--- config.mk ---
export PLATFORM = sky130hd
export DESIGN_NAME = spi_flash_erase_program_planner_flat
export DESIGN_NICKNAME = d
export VERILOG_FILES = /design/src/hw/rtl/sfepp_pkg.sv /design/src/hw/rtl/sfepp_req_if.sv /design/src/hw/rtl/sfepp_rsp_if.sv /design/src/hw/rtl/sfepp_cfg_if.sv /design/src/hw/rtl/sfepp_front.sv /design/src/hw/rtl/sfepp_queue.sv /design/src/hw/rtl/sfepp_back.sv /design/src/hw/rtl/spi_flash_erase_program_planner.sv /design/src/flat_wrapper.sv
export VERILOG_INCLUDE_DIRS = /design/src /design/src/hw/rtl
export SDC_FILE = /design/constraint.sdc
export NUM_CORES = 1
export LEC_CHECK = 0
export BUFFER_PORTS_ARGS = -buffer_cell sky130_fd_sc_hd__buf_2
export CORE_UTILIZATION = 55
export DETAILED_ROUTE_END_ITERATION = 16
export GPL_ROUTABILITY_DRIVEN = 0
export PLACE_DENSITY = 0.85
export REMOVE_ABC_BUFFERS = 1
export SLEW_MARGIN = 10
export SYNTH_ARGS = -nofsm -noshare
export SYNTH_HDL_FRONTEND = slang
export SYNTH_SLANG_ARGS = --single-unit
--- constraint.sdc ---
create_clock -name i_clk -period 7.36 [get_ports i_clk]
set_input_delay 0.368 -clock i_clk [delete_from_list [all_inputs] [get_ports i_clk]]
set_output_delay 0.368 -clock i_clk [all_outputs]
set_load 0.02 [all_outputs]
--- src/hw/rtl/spi_flash_erase_program_planner_macros.svh ---
// assertion macros for the spi flash erase and program planner
`ifndef SPI_FLASH_ERASE_PROGRAM_PLANNER_MACROS_SVH
`define SPI_FLASH_ERASE_PROGRAM_PLANNER_MACROS_SVH

`ifndef SYNTHESIS
`define SFEPP_ASSERT(lbl, clk, rst_n, prop, msg) \
    lbl: assert property (@(posedge clk) disable iff (!rst_n) prop) else $error(msg);
`define SFEPP_ASSERT_NEVER(lbl, clk, rst_n, expr, msg) \
    lbl: assert property (@(posedge clk) disable iff (!rst_n) !(expr)) else $error(msg);
`else
`define SFEPP_ASSERT(lbl, clk, rst_n, prop, msg)
`define SFEPP_ASSERT_NEVER(lbl, clk, rst_n, expr, msg)
`endif

`endif

--- src/hw/rtl/sfepp_pkg.sv ---
// shared types and constants of the spi flash erase and program planner
package sfepp_pkg;

    localparam int OPC_W      = 3;
    localparam int START_W    = 25;
    localparam int AMT_W      = 26;
    localparam int ADDR_W     = 26;
    localparam int CMD_W      = 3;
    localparam int CMD_ADDR_W = 24;
    localparam int LEN_W      = 9;
    localparam int TMO_W      = 12;
    localparam int CAPC_W     = 3;
    localparam int PROT_W     = 14;
    localparam int CFG_IDX_W  = 1;
    localparam int CFG_DATA_W = 14;

    localparam logic [ADDR_W-1:0] BASE_CAPACITY = ADDR_W'(32'h0010_0000);
    localparam logic [CAPC_W-1:0] MAX_CAP_CODE  = CAPC_W'(5);

    localparam logic [OPC_W-1:0] OP_ERASE_CHK   = 3'd0;
    localparam logic [OPC_W-1:0] OP_ERASE_UNCHK = 3'd1;
    localparam logic [OPC_W-1:0] OP_WRITE_CHK   = 3'd2;
    localparam logic [OPC_W-1:0] OP_WRITE_UNCHK = 3'd3;
    localparam logic [OPC_W-1:0] OP_STEP_OK     = 3'd4;
    localparam logic [OPC_W-1:0] OP_STEP_FAIL   = 3'd5;

    localparam logic [CMD_W-1:0] CMD_NONE         = 3'd0;
    localparam logic [CMD_W-1:0] CMD_PAGE_PROGRAM = 3'd1;
    localparam logic [CMD_W-1:0] CMD_ERASE_SECTOR = 3'd2;
    localparam logic [CMD_W-1:0] CMD_ERASE_SMALL  = 3'd3;
    localparam logic [CMD_W-1:0] CMD_ERASE_LARGE  = 3'd4;

    localparam logic [TMO_W-1:0] TMO_LARGE  = 12'd3000;
    localparam logic [TMO_W-1:0] TMO_SMALL  = 12'd1600;
    localparam logic [TMO_W-1:0] TMO_SECTOR = 12'd400;
    localparam logic [TMO_W-1:0] TMO_PAGE   = 12'd100;

    localparam logic [CFG_IDX_W-1:0] REG_CAPACITY_CODE     = 1'b0;
    localparam logic [CFG_IDX_W-1:0] REG_PROTECTED_SECTORS = 1'b1;

    typedef enum logic [2:0] {
        REQ_NOP       = 3'd0,
        REQ_REJECT    = 3'd1,
        REQ_ERASE     = 3'd2,
        REQ_WRITE     = 3'd3,
        REQ_STEP_OK   = 3'd4,
        REQ_STEP_FAIL = 3'd5
    } t_req_kind;

    typedef struct packed {
        t_req_kind         kind;
        logic [ADDR_W-1:0] first;
        logic [ADDR_W-1:0] last;
    } t_plan_req;

    typedef struct packed {
        logic [CMD_W-1:0]      cmd_kind;
        logic [CMD_ADDR_W-1:0] cmd_address;
        logic [LEN_W-1:0]      program_length;
        logic [TMO_W-1:0]      timeout_ms;
        logic                  finished;
        logic                  succeeded;
    } t_rsp;

endpackage

--- src/hw/rtl/sfepp_req_if.sv ---
// request channel interface
interface sfepp_req_if;
    logic                         valid;
    logic                         ready;
    logic [sfepp_pkg::OPC_W-1:0]   opcode;
    logic [sfepp_pkg::START_W-1:0] start_address;
    logic [sfepp_pkg::AMT_W-1:0]   amount;

    modport source(output valid, output opcode, output start_address, output amount,
                   input ready);
    modport sink(input valid, input opcode, input start_address, input amount,
                 output ready);
endinterface

--- src/hw/rtl/sfepp_rsp_if.sv ---
// command result channel interface
interface sfepp_rsp_if;
    logic                            valid;
    logic                            ready;
    logic [sfepp_pkg::CMD_W-1:0]      cmd_kind;
    logic [sfepp_pkg::CMD_ADDR_W-1:0] cmd_address;
    logic [sfepp_pkg::LEN_W-1:0]      program_length;
    logic [sfepp_pkg::TMO_W-1:0]      timeout_ms;
    logic                            finished;
    logic                            succeeded;

    modport source(output valid, output cmd_kind, output cmd_address,
                   output program_length, output timeout_ms, output finished,
                   output succeeded, input ready);
    modport sink(input valid, input cmd_kind, input cmd_address,
                 input program_length, input timeout_ms, input finished,
                 input succeeded, output ready);
endinterface

--- src/hw/rtl/sfepp_cfg_if.sv ---
// configuration write channel interface
interface sfepp_cfg_if;
    logic                               valid;
    logic                               ready;
    logic [sfepp_pkg::CFG_IDX_W-1:0]     index;
    logic [sfepp_pkg::CFG_DATA_W-1:0]    data;

    modport source(output valid, output index, output data, input ready);
    modport sink(input valid, input index, input data, output ready);
endinterface

--- src/hw/rtl/sfepp_front.sv ---
// front end: configuration registers, request decode and range checks
module sfepp_front #(
    parameter int SECTOR_BYTES = 4096
) (
    input  logic                 i_clk,
    input  logic                 i_rst_n,
    sfepp_req_if.sink            i_req,
    sfepp_cfg_if.sink            i_cfg,
    input  logic                 i_full,
    output logic                 o_push,
    output sfepp_pkg::t_plan_req o_push_data
);

    localparam int SECTOR_SH = $clog2(SECTOR_BYTES);
    localparam int XW        = sfepp_pkg::AMT_W + SECTOR_SH + 1;

    logic [sfepp_pkg::CAPC_W-1:0] r_cap_code;
    logic [sfepp_pkg::PROT_W-1:0] r_prot_sectors;

    logic [sfepp_pkg::CAPC_W-1:0] cap_eff;
    logic [sfepp_pkg::ADDR_W-1:0] cap;
    logic [XW-1:0]                cap_x;
    logic [XW-1:0]                start_x;
    logic [XW-1:0]                prot_x;
    logic [XW-1:0]                first_e;
    logic [XW-1:0]                last_e;
    logic [XW-1:0]                last_w;
    logic                         checked;
    logic                         is_write;
    logic                         reject;

    assign i_cfg.ready = 1'b1;

    always_ff @(posedge i_clk) begin
        if (!i_rst_n) begin
            r_cap_code     <= '0;
            r_prot_sectors <= '0;
        end else if (i_cfg.valid) begin
            case (i_cfg.index)
                sfepp_pkg::REG_CAPACITY_CODE: begin
                    r_cap_code <= i_cfg.data[sfepp_pkg::CAPC_W-1:0];
                end
                sfepp_pkg::REG_PROTECTED_SECTORS: begin
                    r_prot_sectors <= i_cfg.data[sfepp_pkg::PROT_W-1:0];
                end
                default: begin
                end
            endcase
        end
    end

    assign cap_eff = (r_cap_code > sfepp_pkg::MAX_CAP_CODE) ? sfepp_pkg::MAX_CAP_CODE
                                                              : r_cap_code;
    assign cap     = sfepp_pkg::BASE_CAPACITY << cap_eff;
    assign cap_x   = XW'(cap);
    assign start_x = XW'(i_req.start_address);
    assign prot_x  = XW'(r_prot_sectors) << SECTOR_SH;
    assign first_e = (start_x >> SECTOR_SH) << SECTOR_SH;
    assign last_e  = first_e + (XW'(i_req.amount) << SECTOR_SH);
    assign last_w  = start_x + XW'(i_req.amount);

    assign checked  = (i_req.opcode == sfepp_pkg::OP_ERASE_CHK) ||
                      (i_req.opcode == sfepp_pkg::OP_WRITE_CHK);
    assign is_write = (i_req.opcode == sfepp_pkg::OP_WRITE_CHK) ||
                      (i_req.opcode == sfepp_pkg::OP_WRITE_UNCHK);

    always_comb begin
        reject = 1'b0;
        if (i_req.amount == '0) begin
            reject = 1'b1;
        end
        if (checked && ((start_x < prot_x) || (start_x >= cap_x))) begin
            reject = 1'b1;
        end
        if (is_write ? (last_w >= cap_x) : (last_e > cap_x)) begin
            reject = 1'b1;
        end
    end

    always_comb begin
        o_push_data.first = sfepp_pkg::ADDR_W'(is_write ? start_x : first_e);
        o_push_data.last  = sfepp_pkg::ADDR_W'(is_write ? last_w : last_e);
        case (i_req.opcode) inside
            sfepp_pkg::OP_ERASE_CHK, sfepp_pkg::OP_ERASE_UNCHK,
            sfepp_pkg::OP_WRITE_CHK, sfepp_pkg::OP_WRITE_UNCHK: begin
                if (reject) begin
                    o_push_data.kind = sfepp_pkg::REQ_REJECT;
                end else if (is_write) begin
                    o_push_data.kind = sfepp_pkg::REQ_WRITE;
                end else begin
                    o_push_data.kind = sfepp_pkg::REQ_ERASE;
                end
            end
            sfepp_pkg::OP_STEP_OK: begin
                o_push_data.kind = sfepp_pkg::REQ_STEP_OK;
            end
            sfepp_pkg::OP_STEP_FAIL: begin
                o_push_data.kind = sfepp_pkg::REQ_STEP_FAIL;
            end
            default: begin
                o_push_data.kind = sfepp_pkg::REQ_NOP;
            end
        endcase
    end

    assign i_req.ready = !i_full;
    assign o_push      = i_req.valid && !i_full;

endmodule

--- src/hw/rtl/sfepp_queue.sv ---
// two entry queue between request decode and the command sequencer
module sfepp_queue (
    input  logic                 i_clk,
    input  logic                 i_rst_n,
    input  logic                 i_push,
    input  sfepp_pkg::t_plan_req i_push_data,
    output logic                 o_full,
    input  logic                 i_pop,
    output logic                 o_head_valid,
    output sfepp_pkg::t_plan_req o_head
);

`include "spi_flash_erase_program_planner_macros.svh"

    localparam logic [1:0] QD = 2'd2;

    sfepp_pkg::t_plan_req r_mem [2];
    logic                 r_head;
    logic                 r_tail;
    logic [1:0]           r_count;
    logic [1:0]           n_count;

    always_ff @(posedge i_clk) begin
        if (i_push) begin
            r_mem[r_tail] <= i_push_data;
        end
    end

    always_comb begin
        n_count = r_count;
        if (i_push && !i_pop) begin
            n_count = r_count + 2'd1;
        end else if (i_pop && !i_push) begin
            n_count = r_count - 2'd1;
        end
    end

    always_ff @(posedge i_clk) begin
        if (!i_rst_n) begin
            r_head  <= 1'b0;
            r_tail  <= 1'b0;
            r_count <= '0;
        end else begin
            if (i_push) begin
                r_tail <= !r_tail;
            end
            if (i_pop) begin
                r_head <= !r_head;
            end
            r_count <= n_count;
        end
    end

    assign o_full       = (r_count == QD);
    assign o_head_valid = (r_count != '0);
    assign o_head       = r_mem[r_head];

    `SFEPP_ASSERT_NEVER(a_no_overflow, i_clk, i_rst_n, i_push && (r_count == QD), "push into full queue")
    `SFEPP_ASSERT_NEVER(a_no_underflow, i_clk, i_rst_n, i_pop && (r_count == 2'd0), "pop from empty queue")

endmodule

--- src/hw/rtl/sfepp_back.sv ---
// back end: plan state, command selection and result register
module sfepp_back #(
    parameter int PAGE_BYTES        = 256,
    parameter int SECTOR_BYTES      = 4096,
    parameter int SMALL_BLOCK_BYTES = 32768,
    parameter int LARGE_BLOCK_BYTES = 65536
) (
    input  logic                 i_clk,
    input  logic                 i_rst_n,
    input  logic                 i_head_valid,
    input  sfepp_pkg::t_plan_req i_head,
    output logic                 o_pop,
    sfepp_rsp_if.source          o_rsp
);

`include "spi_flash_erase_program_planner_macros.svh"

    localparam int AW        = sfepp_pkg::ADDR_W;
    localparam int PAGE_SH   = $clog2(PAGE_BYTES);
    localparam int SECTOR_SH = $clog2(SECTOR_BYTES);
    localparam int SMALL_SH  = $clog2(SMALL_BLOCK_BYTES);
    localparam int LARGE_SH  = $clog2(LARGE_BLOCK_BYTES);
    localparam int STEP_W    = $clog2(LARGE_BLOCK_BYTES + 1);

    logic                r_busy;
    logic                r_write;
    logic [AW-1:0]       r_cur;
    logic [AW-1:0]       r_end;
    logic [STEP_W-1:0]   r_pend;
    logic                r_out_valid;
    sfepp_pkg::t_rsp     r_out;

    logic                n_busy;
    logic                n_write;
    logic [AW-1:0]       n_cur;
    logic [AW-1:0]       n_end;
    logic [STEP_W-1:0]   n_pend;
    sfepp_pkg::t_rsp     n_out;

    logic                do_issue;
    logic                sel_write;
    logic [AW-1:0]       sel_cur;
    logic [AW-1:0]       sel_end;
    logic [AW-1:0]       next_cur;
    logic [AW-1:0]       left;
    logic [PAGE_SH:0]    pg_room;
    logic [PAGE_SH:0]    chunk;
    sfepp_pkg::t_rsp     iss_out;
    logic [STEP_W-1:0]   iss_step;

    assign o_pop    = i_head_valid && (!r_out_valid || o_rsp.ready);
    assign next_cur = r_cur + AW'(r_pend);

    // command choice for the address pair picked below
    assign left    = sel_end - sel_cur;
    assign pg_room = (PAGE_SH + 1)'(PAGE_BYTES) - {1'b0, sel_cur[PAGE_SH-1:0]};
    assign chunk   = (AW'(pg_room) > left) ? left[PAGE_SH:0] : pg_room;

    always_comb begin
        iss_out             = '0;
        iss_out.cmd_address = sel_cur[sfepp_pkg::CMD_ADDR_W-1:0];
        if (sel_write) begin
            iss_step               = STEP_W'(chunk);
            iss_out.cmd_kind       = sfepp_pkg::CMD_PAGE_PROGRAM;
            iss_out.program_length = sfepp_pkg::LEN_W'(chunk);
            iss_out.timeout_ms     = sfepp_pkg::TMO_PAGE;
        end else if ((left >= AW'(LARGE_BLOCK_BYTES)) && (sel_cur[LARGE_SH-1:0] == '0)) begin
            iss_step           = STEP_W'(LARGE_BLOCK_BYTES);
            iss_out.cmd_kind   = sfepp_pkg::CMD_ERASE_LARGE;
            iss_out.timeout_ms = sfepp_pkg::TMO_LARGE;
        end else if ((left >= AW'(SMALL_BLOCK_BYTES)) && (sel_cur[SMALL_SH-1:0] == '0)) begin
            iss_step           = STEP_W'(SMALL_BLOCK_BYTES);
            iss_out.cmd_kind   = sfepp_pkg::CMD_ERASE_SMALL;
            iss_out.timeout_ms = sfepp_pkg::TMO_SMALL;
        end else begin
            iss_step           = STEP_W'(SECTOR_BYTES);
            iss_out.cmd_kind   = sfepp_pkg::CMD_ERASE_SECTOR;
            iss_out.timeout_ms = sfepp_pkg::TMO_SECTOR;
        end
    end

    always_comb begin
        n_busy    = r_busy;
        n_write   = r_write;
        n_cur     = r_cur;
        n_end     = r_end;
        n_pend    = r_pend;
        n_out     = '0;
        do_issue  = 1'b0;
        sel_write = r_write;
        sel_cur   = next_cur;
        sel_end   = r_end;
        case (i_head.kind)
            sfepp_pkg::REQ_REJECT: begin
                n_busy         = 1'b0;
                n_out.finished = 1'b1;
            end
            sfepp_pkg::REQ_ERASE, sfepp_pkg::REQ_WRITE: begin
                n_busy    = 1'b1;
                n_write   = (i_head.kind == sfepp_pkg::REQ_WRITE);
                sel_write = (i_head.kind == sfepp_pkg::REQ_WRITE);
                sel_cur   = i_head.first;
                sel_end   = i_head.last;
                do_issue  = 1'b1;
            end
            sfepp_pkg::REQ_STEP_OK: begin
                if (r_busy) begin
                    if (next_cur >= r_end) begin
                        n_busy          = 1'b0;
                        n_out.finished  = 1'b1;
                        n_out.succeeded = 1'b1;
                    end else begin
                        do_issue = 1'b1;
                    end
                end
            end
            sfepp_pkg::REQ_STEP_FAIL: begin
                if (r_busy) begin
                    n_busy         = 1'b0;
                    n_out.finished = 1'b1;
                end
            end
            default: begin
            end
        endcase
        if (do_issue) begin
            n_cur  = sel_cur;
            n_end  = sel_end;
            n_pend = iss_step;
            n_out  = iss_out;
        end
    end

    always_ff @(posedge i_clk) begin
        if (!i_rst_n) begin
            r_busy      <= 1'b0;
            r_write     <= 1'b0;
            r_out_valid <= 1'b0;
        end else begin
            if (o_pop) begin
                r_busy      <= n_busy;
                r_write     <= n_write;
                r_out_valid <= 1'b1;
            end else if (o_rsp.ready) begin
                r_out_valid <= 1'b0;
            end
        end
    end

    always_ff @(posedge i_clk) begin
        if (o_pop) begin
            r_cur  <= n_cur;
            r_end  <= n_end;
            r_pend <= n_pend;
            r_out  <= n_out;
        end
    end

    assign o_rsp.valid          = r_out_valid;
    assign o_rsp.cmd_kind       = r_out.cmd_kind;
    assign o_rsp.cmd_address    = r_out.cmd_address;
    assign o_rsp.program_length = r_out.program_length;
    assign o_rsp.timeout_ms     = r_out.timeout_ms;
    assign o_rsp.finished       = r_out.finished;
    assign o_rsp.succeeded      = r_out.succeeded;

    `SFEPP_ASSERT(a_busy_in_range, i_clk, i_rst_n, r_busy |-> (r_cur < r_end), "plan address at or past end")
    `SFEPP_ASSERT(a_erase_aligned, i_clk, i_rst_n, (r_busy && !r_write) |-> (r_cur[SECTOR_SH-1:0] == '0), "erase address not sector aligned")
    `SFEPP_ASSERT_NEVER(a_fin_no_cmd, i_clk, i_rst_n, r_out_valid && r_out.finished && (r_out.cmd_kind != sfepp_pkg::CMD_NONE), "finished result carries a command")

endmodule

--- src/hw/rtl/spi_flash_erase_program_planner.sv ---
// top level of the spi flash erase and program planner
//
// i_req takes erase or write requests and step reports (ok or failed) for
// the command last issued. every accepted request gives exactly one result
// on o_rsp: the next flash command with its address, page program length
// and busy timeout, or a finished flag with the success bit.
// i_cfg writes the capacity code and the protected sector count; write it
// only while no request is in flight.
// a request accepted on i_req passes through a queue entry and then the
// result register before its result shows on o_rsp.
// one request per cycle is taken and one result per cycle is given while
// o_rsp.ready is high; one request a cycle is the sequencer's limit.
// a two entry queue sits between the decode and the sequencer and a result
// register drives o_rsp: when the receiver holds ready low the result waits
// in the register, the queue fills and then i_req.ready drops.
// reset empties the queue, drops any running plan and clears both config
// registers; the block takes requests in the first cycle after reset.
module spi_flash_erase_program_planner #(
    parameter int PAGE_BYTES        = 256,
    parameter int SECTOR_BYTES      = 4096,
    parameter int SMALL_BLOCK_BYTES = 32768,
    parameter int LARGE_BLOCK_BYTES = 65536
) (
    input  logic         i_clk,
    input  logic         i_rst_n,
    sfepp_req_if.sink    i_req,
    sfepp_cfg_if.sink    i_cfg,
    sfepp_rsp_if.source  o_rsp
);

    logic                 q_full;
    logic                 q_push;
    sfepp_pkg::t_plan_req q_push_data;
    logic                 q_pop;
    logic                 q_head_valid;
    sfepp_pkg::t_plan_req q_head;

    sfepp_front #(
        .SECTOR_BYTES(SECTOR_BYTES)
    ) u_front (
        .i_clk       (i_clk),
        .i_rst_n     (i_rst_n),
        .i_req       (i_req),
        .i_cfg       (i_cfg),
        .i_full      (q_full),
        .o_push      (q_push),
        .o_push_data (q_push_data)
    );

    sfepp_queue u_queue (
        .i_clk        (i_clk),
        .i_rst_n      (i_rst_n),
        .i_push       (q_push),
        .i_push_data  (q_push_data),
        .o_full       (q_full),
        .i_pop        (q_pop),
        .o_head_valid (q_head_valid),
        .o_head       (q_head)
    );

    sfepp_back #(
        .PAGE_BYTES        (PAGE_BYTES),
        .SECTOR_BYTES      (SECTOR_BYTES),
        .SMALL_BLOCK_BYTES (SMALL_BLOCK_BYTES),
        .LARGE_BLOCK_BYTES (LARGE_BLOCK_BYTES)
    ) u_back (
        .i_clk        (i_clk),
        .i_rst_n      (i_rst_n),
        .i_head_valid (q_head_valid),
        .i_head       (q_head),
        .o_pop        (q_pop),
        .o_rsp        (o_rsp)
    );

endmodule
--- src/flat_wrapper.sv ---
// flat-port wrapper written by rule: the top's interface ports become plain ports
module spi_flash_erase_program_planner_flat 
#(
    parameter int PAGE_BYTES        = 256,
    parameter int SECTOR_BYTES      = 4096,
    parameter int SMALL_BLOCK_BYTES = 32768,
    parameter int LARGE_BLOCK_BYTES = 65536
)
  (i_clk, i_rst_n, i_req_valid, i_req_opcode, i_req_start_address, i_req_amount, i_req_ready, i_cfg_valid, i_cfg_index, i_cfg_data, i_cfg_ready, o_rsp_valid, o_rsp_cmd_kind, o_rsp_cmd_address, o_rsp_program_length, o_rsp_timeout_ms, o_rsp_finished, o_rsp_succeeded, o_rsp_ready);
  sfepp_req_if i_req_i ();
  sfepp_cfg_if i_cfg_i ();
  sfepp_rsp_if o_rsp_i ();
  input  logic i_clk;
  input  logic i_rst_n;
  input wire logic [$bits(i_req_i.valid)-1:0] i_req_valid;
  input wire logic [$bits(i_req_i.opcode)-1:0] i_req_opcode;
  input wire logic [$bits(i_req_i.start_address)-1:0] i_req_start_address;
  input wire logic [$bits(i_req_i.amount)-1:0] i_req_amount;
  output wire logic [$bits(i_req_i.ready)-1:0] i_req_ready;
  input wire logic [$bits(i_cfg_i.valid)-1:0] i_cfg_valid;
  input wire logic [$bits(i_cfg_i.index)-1:0] i_cfg_index;
  input wire logic [$bits(i_cfg_i.data)-1:0] i_cfg_data;
  output wire logic [$bits(i_cfg_i.ready)-1:0] i_cfg_ready;
  output wire logic [$bits(o_rsp_i.valid)-1:0] o_rsp_valid;
  output wire logic [$bits(o_rsp_i.cmd_kind)-1:0] o_rsp_cmd_kind;
  output wire logic [$bits(o_rsp_i.cmd_address)-1:0] o_rsp_cmd_address;
  output wire logic [$bits(o_rsp_i.program_length)-1:0] o_rsp_program_length;
  output wire logic [$bits(o_rsp_i.timeout_ms)-1:0] o_rsp_timeout_ms;
  output wire logic [$bits(o_rsp_i.finished)-1:0] o_rsp_finished;
  output wire logic [$bits(o_rsp_i.succeeded)-1:0] o_rsp_succeeded;
  input wire logic [$bits(o_rsp_i.ready)-1:0] o_rsp_ready;
  assign i_req_i.valid = i_req_valid;
  assign i_req_i.opcode = i_req_opcode;
  assign i_req_i.start_address = i_req_start_address;
  assign i_req_i.amount = i_req_amount;
  assign i_req_ready = i_req_i.ready;
  assign i_cfg_i.valid = i_cfg_valid;
  assign i_cfg_i.index = i_cfg_index;
  assign i_cfg_i.data = i_cfg_data;
  assign i_cfg_ready = i_cfg_i.ready;
  assign o_rsp_valid = o_rsp_i.valid;
  assign o_rsp_cmd_kind = o_rsp_i.cmd_kind;
  assign o_rsp_cmd_address = o_rsp_i.cmd_address;
  assign o_rsp_program_length = o_rsp_i.program_length;
  assign o_rsp_timeout_ms = o_rsp_i.timeout_ms;
  assign o_rsp_finished = o_rsp_i.finished;
  assign o_rsp_succeeded = o_rsp_i.succeeded;
  assign o_rsp_i.ready = o_rsp_ready;
  spi_flash_erase_program_planner #(.PAGE_BYTES(PAGE_BYTES), .SECTOR_BYTES(SECTOR_BYTES), .SMALL_BLOCK_BYTES(SMALL_BLOCK_BYTES), .LARGE_BLOCK_BYTES(LARGE_BLOCK_BYTES)) u_core (.i_clk(i_clk), .i_rst_n(i_rst_n), .i_req(i_req_i), .i_cfg(i_cfg_i), .o_rsp(o_rsp_i));
endmodule
==> flow_metrics.env, run 1 <==
export IMPL_crit_top_cell="a21o_1"
export IMPL_clk_path_buf_depth=3
export IMPL_fin_setup_tns_ns=0
export IMPL_yosysWarnings=0
export IMPL_path_class="flop to flop"
export IMPL_cts_inserted_buffers=26
export IMPL_nets=1884
export IMPL_postCtsSetupBuffers=0
export IMPL_setup_worst_path_end_class="flop"
export IMPL_syn_inst=1553
export IMPL_timing_rr_start="u_core.u_back.r_cur[1]"
export IMPL_antenna_found_initial=0
export IMPL_fin_cells=2069
export IMPL_arrival_ns=7.10
export IMPL_reg2reg_to="u_core.u_back.r_pend[0]"
export IMPL_ir_drop_mv=0.208
export IMPL_max_freq_mhz=147
export IMPL_dr_pass1_iters=7
export IMPL_syn2layout_area_growth_pct=11.6
export IMPL_wl_per_cell_um=18.6
export IMPL_maxCapViolCount=0
export IMPL_cts_clk_slew_worst_paths_ns=0.06
export IMPL_dieArea_um2=29300
export IMPL_synth_ff_type="edfxtp_1"
export IMPL_syn_area_um2=15700
export IMPL_hold_buffers=0
export IMPL_post_route_util_pct=62.8
export IMPL_root_buffer="clkbuf_16"
export IMPL_via_per_inst=6.00
export IMPL_path_buf_inv=1
export IMPL_clock_latency_ns=0.55
export IMPL_cp_depth=25
export IMPL_drv_slew=0
export IMPL_maxSlewHeadroom_pct=26.9
export IMPL_grt_max_degree=56
export IMPL_ys_types=84
export IMPL_dpl_hpwl_mm=28.6
export IMPL_rows=61
export IMPL_grt_overflow=0
export IMPL_clock_sinks=240
export IMPL_cp_slowest_cell="a221oi_1"
export IMPL_die_x_um=171
export IMPL_hp_class="input port to flop"
export IMPL_r2r_slack_ns=0.57
export IMPL_critical_path_max_stage_delay_ns=0.47
export IMPL_multi_input_area_um2=8150
export IMPL_dp_cells=2021
export IMPL_drtIter0Drc=1133
export IMPL_avgSynthCellArea_um2=10.1
export IMPL_io_buffers=123
export IMPL_drc=0
export IMPL_worst_pin_slew_ns=1.09
export IMPL_synth_seq_cells=240
export IMPL_chipHeight_um=171
export IMPL_setup_violations=0
export IMPL_period_share_pct=92.3
export IMPL_async_reset_ff_share_pct=0
export IMPL_drive_gt1_share_pct=12.9
export IMPL_rsz0062_at_grt="no"
export IMPL_grt_pass1_vias=11866
export IMPL_synth_edff_count=215
export IMPL_n_antenna_cell=0
export IMPL_post_cts_resized=0
export IMPL_fillers=2178
export IMPL_p_per_area_nw_per_um2=405
export IMPL_run_status="finished, final reports clean"
export IMPL_finalClockSkew_ns=0.0203
export IMPL_cellLeakagePower_nw=7.05
export IMPL_cp_start_kind="flop"
export IMPL_crit_start="u_core.u_back.r_cur[1]"
export IMPL_register_area_um2=6960
export IMPL_cts_max_level=1
export IMPL_grt_use_total_pct=26.5
export IMPL_core_area_um2=27900
export IMPL_start_util_pct=56.3
export IMPL_period_minus_slack_ns=6.79
export IMPL_crit_end="u_core.u_back.r_pend[0]"
export IMPL_power_mw=7.11
export IMPL_ff2ff_path_depth=25
export IMPL_hold_viol=0
export IMPL_num_vias=12412
export IMPL_grt_pass1_wl_mm=60.6
export IMPL_ys_seq_area_share_pct=44.3
export IMPL_routed_wl_mm=38.5
export IMPL_ant_nets=0
export IMPL_path_delay_family="compound AO/OA/AOI/OAI gates"
export IMPL_critPathRequiredTime_ns=7.67
export IMPL_cts_tree="built"
export IMPL_cp_max_fo=32
export IMPL_io_pins=127
==> metrics by stage <==
step	hold WS, ns	worst slack [ns]	instance area, um2
floorplan	0.443	0.114	15500
global placement	0.453	0.906	16700
detailed placement	0.459	0.728	16700
CTS	0.0672	0.739	17500
global route	0.0863	0.0823	17500
finish	0.0805	0.567	17500
==> kinds of logic (layout without fill, tap and decap cells) <==
group	count (synthesis)	count (layout)	synth area share (%)
simple gates	499	499	16.2
compound gates	370	370	15.2
flops	240	240	44.3
buf+inv	153	290	4.08
fa+ha+maj	140	140	11.3
xor+xnor	78	78	4.35
mux	71	71	4.59
other cells	2	3	0.0478
==> layout make-up <==
cell class	instances	area share (%)
clock buffers	35	4.02
clock inverters	13	0.749
inverters	104	2.22
multi-input cells	1161	46.4
flip-flops and latches	240	39.7
well taps	378	2.70
repair buffers	138	4.22
==> flip-flops by register name (all words and copies together), names as in the netlist, named ones only <==
register / count
u_core.u_queue.r_head: 1
u_core.u_back.o_rsp.succeeded: 1
u_core.u_back.o_rsp.valid: 1
u_core.u_back.o_rsp.timeout_ms: 6
u_core.u_back.o_rsp.program_length: 9
u_core.u_back.r_end: 26
u_core.u_back.o_rsp.cmd_address: 24
u_core.u_queue.r_count: 2
u_core.u_queue.r_mem: 108
u_core.u_front.r_cap_code: 3
u_core.u_back.o_rsp.finished: 1
u_core.u_back.o_rsp.cmd_kind: 2
u_core.u_back.r_write: 1
u_core.u_queue.r_tail: 1
u_core.u_back.r_busy: 1
u_core.u_back.r_pend: 12
u_core.u_front.r_prot_sectors: 14
u_core.u_back.r_cur: 26
==> cells in the mapped netlist, drive strengths merged (7+ instances only) <==
cell	count	area [um2]
o21ai	98	490
edfxtp	215	6460
xor2	16	140
nand2	128	480
inv	104	390
buf	24	156
xnor2	62	543
mux2i	62	621
nor2	127	477
and4	7	63.8
nand3	39	195
o21bai	16	120
mux2	9	101
nand2b	28	175
ha	135	1690
and3	9	56.3
nand4	17	113
a21o	38	285
o31ai	9	72.6
dfxtp	25	500
nor4	9	86.3
a21boi	17	128
a31oi	8	50.1
nor3	26	135
and2	30	190
clkbuf	25	93.8
nor2b	37	231
a21oi	102	518
a211oi	12	100
or3	13	81.3
o21a	19	143
o211ai	9	72.6
==> tightest hold or removal path, cell delays in order <==
cell and delay (ns):
buf_2 0.09, nand2_1 0.04, a21boi_0 0.06
==> worst min-delay path by stage <==
stage          cells past startpoint  slack, ns                              start                                 to
2_1_floorplan                      2       0.44  u_core.u_front.r_prot_sectors[13]  u_core.u_front.r_prot_sectors[13]
3_3_place_gp                       2       0.45   u_core.u_front.r_prot_sectors[3]   u_core.u_front.r_prot_sectors[3]
3_5_place_dp                       2       0.46   u_core.u_front.r_prot_sectors[3]   u_core.u_front.r_prot_sectors[3]
4_1_cts                            3       0.07                      i_cfg_data[4]   u_core.u_front.r_prot_sectors[4]
5_1_grt                            3       0.09                      i_cfg_data[8]   u_core.u_front.r_prot_sectors[8]
6_report                           3       0.08                     i_cfg_data[11]  u_core.u_front.r_prot_sectors[11]
==> per-layer routing <==
| metal | global-route usage (%) | vias to the layer above | part of all wire, % | wire length, um |
|---|---|---|---|---|
| met1 | 35.4 | 5877 | 43 | 16600 |
| met3 | 3.79 | 89 | 7.7 | 2940 |
| met4 | 8.62 | 0 | 3.2 | 1220 |
| met5 | 0 | - | 0 | 0 |
| met2 | 44.2 | 543 | 46 | 17700 |
| li1 | - | 5903 | - | - |
==> placed cells by master, fill, tap and decap left out, types with 6 or more instances in the layout <==
master and n:
a211oi_1 10, a21boi_0 17, a21o_1 38, a21oi_1 99
a31oi_1 8, and2_1 27, and3_1 8, and4_1 6
buf_2 123, buf_4 14, clkbuf_1 8, clkbuf_16 27
clkinvlp_4 6, dfxtp_1 24, edfxtp_1 215, ha_1 135
inv_1 103, mux2_2 9, mux2i_1 62, nand2_1 128
nand2b_1 28, nand3_1 39, nand4_1 16, nor2_1 125
nor2b_1 37, nor3_1 25, nor4_1 7, o211ai_1 8
o21a_1 19, o21ai_0 90, o21ai_1 8, o21bai_1 16
o31ai_1 8, or3_1 13, xnor2_1 62, xor2_1 16
==> where the power goes <==
group / switching [mW] / leakage (nW) / internal [mW]
Sequential: 0.100 / 2.24 / 1.90
Clock: 0.541 / 0.386 / 0.745
Combinational: 2.42 / 4.42 / 1.41
(Power assumes the default switching activity.)
==> run 2, diff against run 1 <==
Settings changed: GPL_ROUTABILITY_DRIVEN 0 to 1, REMOVE_ABC_BUFFERS 1 to not set.
==> run 2 against run 1 <==
  * Register-to-register slack better by 0.08 ns
  * Largest power group unchanged
  * Critical path type unchanged
  * Fmax up 1.1%
  * Count of clock-buffer cells in the layout down 10
  * Global-route usage down 0.38 points
  * Non-clock buffer count unchanged
==> flow_metrics.env, run 2 (synthesis gave the netlist of run 1 again) <==
export IMPL_run_status="finished, final reports clean"
export IMPL_grt_max_degree=60
export IMPL_drc=0
export IMPL_grt_pass1_vias=11561
export IMPL_fin_hold_ws_ns=0.0847
export IMPL_cp_max_fo=32
export IMPL_cts_inserted_buffers=24
export IMPL_cts_clk_slew_worst_paths_ns=0.06
export IMPL_setup_violations=0
export IMPL_drtIter0Drc=984
export IMPL_clock_sinks=240
export IMPL_crit_start="u_core.u_back.r_pend[0]"
export IMPL_multi_input_area_um2=8150
export IMPL_num_vias=12313
export IMPL_period_minus_slack_ns=6.72
export IMPL_place_congestion=0.945
export IMPL_syn2layout_area_growth_pct=11.1
export IMPL_hold_viol=0
export IMPL_setup_worst_path_end_class="flop"
export IMPL_r2r_slack_ns=0.64
export IMPL_setup_ws_ns=0.644
export IMPL_timing_rr_start="u_core.u_back.r_pend[0]"
export IMPL_rows=61
export IMPL_n_antenna_cell=0
export IMPL_min_to="u_core.u_front.r_prot_sectors[13]"
export IMPL_cts_max_level=1
export IMPL_final_common_cell="edfxtp_1"
export IMPL_cp_start_kind="flop"
export IMPL_fin_setup_tns_ns=0
export IMPL_max_freq_mhz=149
export IMPL_start_util_pct=56.3
export IMPL_largest_reg_flops=108
export IMPL_hold_path_startpoint="i_cfg_data[13]"
export IMPL_register_area_um2=6960
export IMPL_die_x_um=171
export IMPL_path_class="flop to flop"
export IMPL_maxSlewHeadroom_pct=33.3
export IMPL_root_buffer="clkbuf_16"
export IMPL_dieArea_um2=29300
export IMPL_arrival_ns=7.00
export IMPL_postCtsSetupBuffers=0
export IMPL_grt_overflow=0
export IMPL_drv_slew=0
export IMPL_grt_use_total_pct=26.1
export IMPL_nets=1882
export IMPL_grt_pass1_wl_mm=59.6
export IMPL_power_mw=6.97
export IMPL_worst_pin_slew_ns=1.00
export IMPL_final_cell_mix="edfxtp_1 (215), ha_1 (135), nand2_1 (128)"
export IMPL_wl_per_cell_um=18.4
export IMPL_chipHeight_um=171
export IMPL_drive_gt1_share_pct=12.9
export IMPL_hold_depth=3
export IMPL_p_per_area_nw_per_um2=399
export IMPL_antenna_found_initial=0
export IMPL_fin_cells=2065
export IMPL_largest_register="u_core.u_queue.r_mem"
export IMPL_period_share_pct=91.3
export IMPL_ff2ff_path_depth=27
export IMPL_hp_class="input port to flop"
export IMPL_maxCapViolCount=0
export IMPL_critPathRequiredTime_ns=7.65
export IMPL_cellLeakagePower_nw=7.04
export IMPL_reg_largest_list="u_core.u_queue.r_mem: 108 flops, u_core.u_back.r_cur: 26 flops, u_core.u_back.r_end: 26 flops"
export IMPL_io_buffers=123
export IMPL_io_pins=127
export IMPL_pre_cts_ws_ns=0.493
export IMPL_cts_tree="built"
export IMPL_clk_path_buf_depth=3
export IMPL_reg2reg_to="u_core.u_back.r_pend[0]"
export IMPL_dr_pass1_iters=6
export IMPL_routed_wl_mm=38.0
export IMPL_dpl_hpwl_mm=29.0
export IMPL_ir_drop_mv=0.186
export IMPL_clock_latency_ns=0.53
export IMPL_dp_cells=2021
export IMPL_core_area_um2=27900
export IMPL_fillers=2268
export IMPL_rsz0062_at_grt="no"
export IMPL_via_per_inst=5.96
export IMPL_ant_nets=0
export IMPL_finalClockSkew_ns=0.0150
==> run 2: layer usage <==
metal,track usage (%),part of all wire (%),vias up
li1,-,-,5906
met1,35.1,43,5826
met2,44.2,47,513
met3,3.24,7.0,68
met4,7.38,2.7,0
met5,0,0,-
==> run 2: report_power, final <==
| part | switching, mW | internal (mW) |
|---|---|---|
| clock network | 0.511 | 0.667 |
| registers | 0.109 | 1.90 |
| logic | 2.38 | 1.40 |
| total | 3.00 | 3.96 |
==> run 2: worst max path at each step <==
stage	depth (start not counted)	end	slack, ns
finish	27	u_core.u_back.r_pend[0]	0.64
global route	27	u_core.u_back.r_pend[0]	0.01
CTS	27	u_core.u_back.r_pend[0]	0.49
detailed placement	27	u_core.u_back.r_pend[0]	0.49
global placement	27	u_core.u_back.r_pend[0]	0.64
floorplan	25	u_core.u_back.r_cur[0]	0.17
==> run 2: timing repair <==
action,CTS,global route
gates resized for setup,0,2
hold buffers,0,0
setup endpoints to repair,0,16
==> run 2: layout make-up <==
| class | instances | share of cell area, % |
|---|---|---|
| sequential | 240 | 39.8 |
| timing repair buffer | 138 | 4.19 |
| inverter | 104 | 2.24 |
| multi-input combinational | 1161 | 46.7 |
| tap | 378 | 2.71 |
| clock buffer | 25 | 3.46 |
| clock inverter | 19 | 0.874 |
==> run 2: through the flow <==
| stage | instance area, um2 | utilization, % |
|---|---|---|
| 6_report | 17500 | 62.5 |
| 5_1_grt | 17500 | 62.5 |
| 4_1_cts | 17500 | 62.5 |
| 3_5_place_dp | 16700 | 59.8 |
| 3_3_place_gp | 16700 | 59.8 |
| 2_1_floorplan | 15700 | - |
==> run 2: critical path: stages, from the launching register on <==
cell and delay (ns):
edfxtp_1 0.38, ha_1 0.22, fa_1 0.42, a211oi_1 0.24, o21ai_0 0.20, a41oi_1 0.35
o21ai_0 0.13, nand2_1 0.12, nor2_1 0.05, nor2_1 0.14, nor2b_1 0.08, o21ai_0 0.24
xnor2_1 0.14, a21oi_1 0.27, ha_1 0.36, and3_1 0.28, a221oi_2 0.37, o21ai_0 0.25
a221o_1 0.42, mux2i_1 0.14, a211oi_1 0.23, nand2_1 0.12, nor4b_4 0.30, nand4_2 0.16
nor4_4 0.32, buf_6 0.27, nor3_1 0.07, a21o_1 0.17
==> run 3, diff against run 2 <==
Settings changed: BUFFER_PORTS_ARGS -buffer_cell sky130_fd_sc_hd__buf_2 to not set, DONT_BUFFER_PORTS set to 1, PLACE_DENSITY 0.85 to 0.81.
==> run 3 against run 2 <==
  * Register-to-register slack barely moved
  * Setup slack improved by 0.010 ns
  * Fmax rose by 0.16%
  * Critical path type unchanged
==> flow_metrics.env, run 3 (synthesis gave the netlist of run 1 again) <==
export IMPL_final_cell_area_um2=17200
export IMPL_critPathRequiredTime_ns=7.65
export IMPL_clock_latency_ns=0.54
export IMPL_syn2layout_area_growth_pct=9.72
export IMPL_die_x_um=171
export IMPL_num_vias=11898
export IMPL_dieArea_um2=29300
export IMPL_clk_path_buf_depth=3
export IMPL_worst_pin_slew_ns=1.24
export IMPL_register_area_um2=6960
export IMPL_final_cell_mix="edfxtp_1 (215), ha_1 (135), nand2_1 (128)"
export IMPL_largest_reg_flops=108
export IMPL_power_mw=7.04
export IMPL_crit_start="u_core.u_back.r_cur[0]"
export IMPL_drtIter0Drc=1129
export IMPL_period_share_pct=91.1
export IMPL_path_buf_inv=1
export IMPL_setup_violations=0
export IMPL_ant_nets=0
export IMPL_hold_viol=0
export IMPL_grt_pass1_wl_mm=59.9
export IMPL_critical_path_max_stage_delay_ns=0.44
export IMPL_largest_register="u_core.u_queue.r_mem"
export IMPL_rsz0062_at_grt="no"
export IMPL_final_common_cell="edfxtp_1"
export IMPL_setup_worst_path_end_class="flop"
export IMPL_run_status="finished, final reports clean"
export IMPL_rows=61
export IMPL_root_buffer="clkbuf_16"
export IMPL_clock_sinks=240
export IMPL_drive_gt1_share_pct=5.84
export IMPL_grt_pass1_vias=11400
export IMPL_path_class="flop to flop"
export IMPL_via_per_inst=6.03
export IMPL_core_area_um2=27900
export IMPL_r2r_slack_ns=0.65
export IMPL_io_buffers=0
export IMPL_placed_cell_area_um2=16100
export IMPL_grt_max_degree=56
export IMPL_hp_class="input port to flop"
export IMPL_maxCapViolCount=0
export IMPL_arrival_ns=7.00
export IMPL_dr_pass1_iters=5
export IMPL_fillers=2246
export IMPL_finalClockSkew_ns=0.0183
export IMPL_fin_setup_tns_ns=0
export IMPL_ir_drop_mv=0.173
export IMPL_cts_inserted_buffers=25
export IMPL_reg_largest_list="u_core.u_queue.r_mem: 108 flops, u_core.u_back.r_cur: 26 flops, u_core.u_back.r_end: 26 flops"
export IMPL_cts_max_level=1
export IMPL_cts_clk_slew_worst_paths_ns=0.06
export IMPL_hold_path_startpoint="i_req_start_address[7]"
export IMPL_cellLeakagePower_nw=6.69
export IMPL_antenna_found_initial=1
export IMPL_wl_per_cell_um=19.4
export IMPL_routed_wl_mm=38.3
export IMPL_timing_rr_start="u_core.u_back.r_cur[0]"
export IMPL_p_per_area_nw_per_um2=408
export IMPL_drc=0
export IMPL_grt_use_total_pct=26.2
export IMPL_maxSlewHeadroom_pct=16.9
export IMPL_max_freq_mhz=149
export IMPL_multi_input_area_um2=8150
export IMPL_io_pins=127
export IMPL_place_congestion=0.929
export IMPL_post_cts_resized=0
export IMPL_chipHeight_um=171
export IMPL_grt_overflow=0
export IMPL_cp_slowest_cell="fa_1"
export IMPL_path_delay_family="compound AO/OA/AOI/OAI gates"
export IMPL_start_util_pct=56.3
export IMPL_crit_top_cell="o21ai_0"
export IMPL_cp_start_kind="flop"
export IMPL_cp_max_fo=32
export IMPL_dpl_hpwl_mm=28.4
export IMPL_nets=1787
export IMPL_drv_slew=0
export IMPL_cts_tree="built"
export IMPL_period_minus_slack_ns=6.71
[run 3: cell types whose count changed in the layout (fill, tap and decap cells not counted), moves of 3 or more]
cell,previous run,this run
clkinvlp_4,0,3
clkbuf_1,1,6
clkinv_2,8,0
clkinv_1,7,4
dlygate4sd3_1,0,28
buf_2,123,0
[run 3: layer usage]
metal  vias up  share of wire (%)  routed length, um  GRT usage [%]
met2       502                 46              17500           43.1
met4         0                2.7               1050           7.22
met1      5600                 44              16900           35.5
met5         -                  0                  0              0
li1       5712                  -                  -              -
met3        84                7.5               2860           4.74
[run 3: what timing repair did]
item,4_1_cts,5_1_grt
hold buffers,28,0
hold endpoints to repair,51,0
setup buffers,0,0
[run 3: per-stage QoR]
| stage | hold WS [ns] | worst slack (ns) | utilization [%] | cells |
|---|---|---|---|---|
| finish | 0.0578 | 0.654 | 61.7 | 1972 |
| global route | 0.0341 | 0.0614 | 61.7 | 1972 |
| CTS | 0.0351 | 0.661 | 61.7 | 1971 |
| detailed placement | 0.459 | 0.672 | 57.6 | 1897 |
| global placement | 0.453 | 0.785 | 57.6 | 1897 |
| floorplan | 0.443 | 0.171 | - | 1554 |
[run 3: worst paths after layout]
kind,endpoint,cells past startpoint
setup / recovery,u_core.u_back.r_pend[0],27
hold / removal,u_core.u_queue.r_mem[1][33],1
setup reg to reg,u_core.u_back.r_pend[0],27
hold reg to reg,u_core.u_front.r_prot_sectors[5],2
[run 3: power by group]
group | switching (mW) | internal, mW | total [mW]
clock | 0.522 | 0.793 | 1.31
sequential | 0.249 | 1.91 | 2.16
combinational | 2.23 | 1.33 | 3.56
[run 3: cell type report]
| type | instances | share of cell area (%) |
|---|---|---|
| inverter | 104 | 2.26 |
| antenna | 1 | 0.0145 |
| clock buffer | 33 | 3.92 |
| timing repair buffer | 42 | 2.38 |
| tap | 378 | 2.74 |
| clock inverter | 13 | 1.11 |
| sequential | 240 | 40.3 |
| multi-input combinational | 1161 | 47.2 |
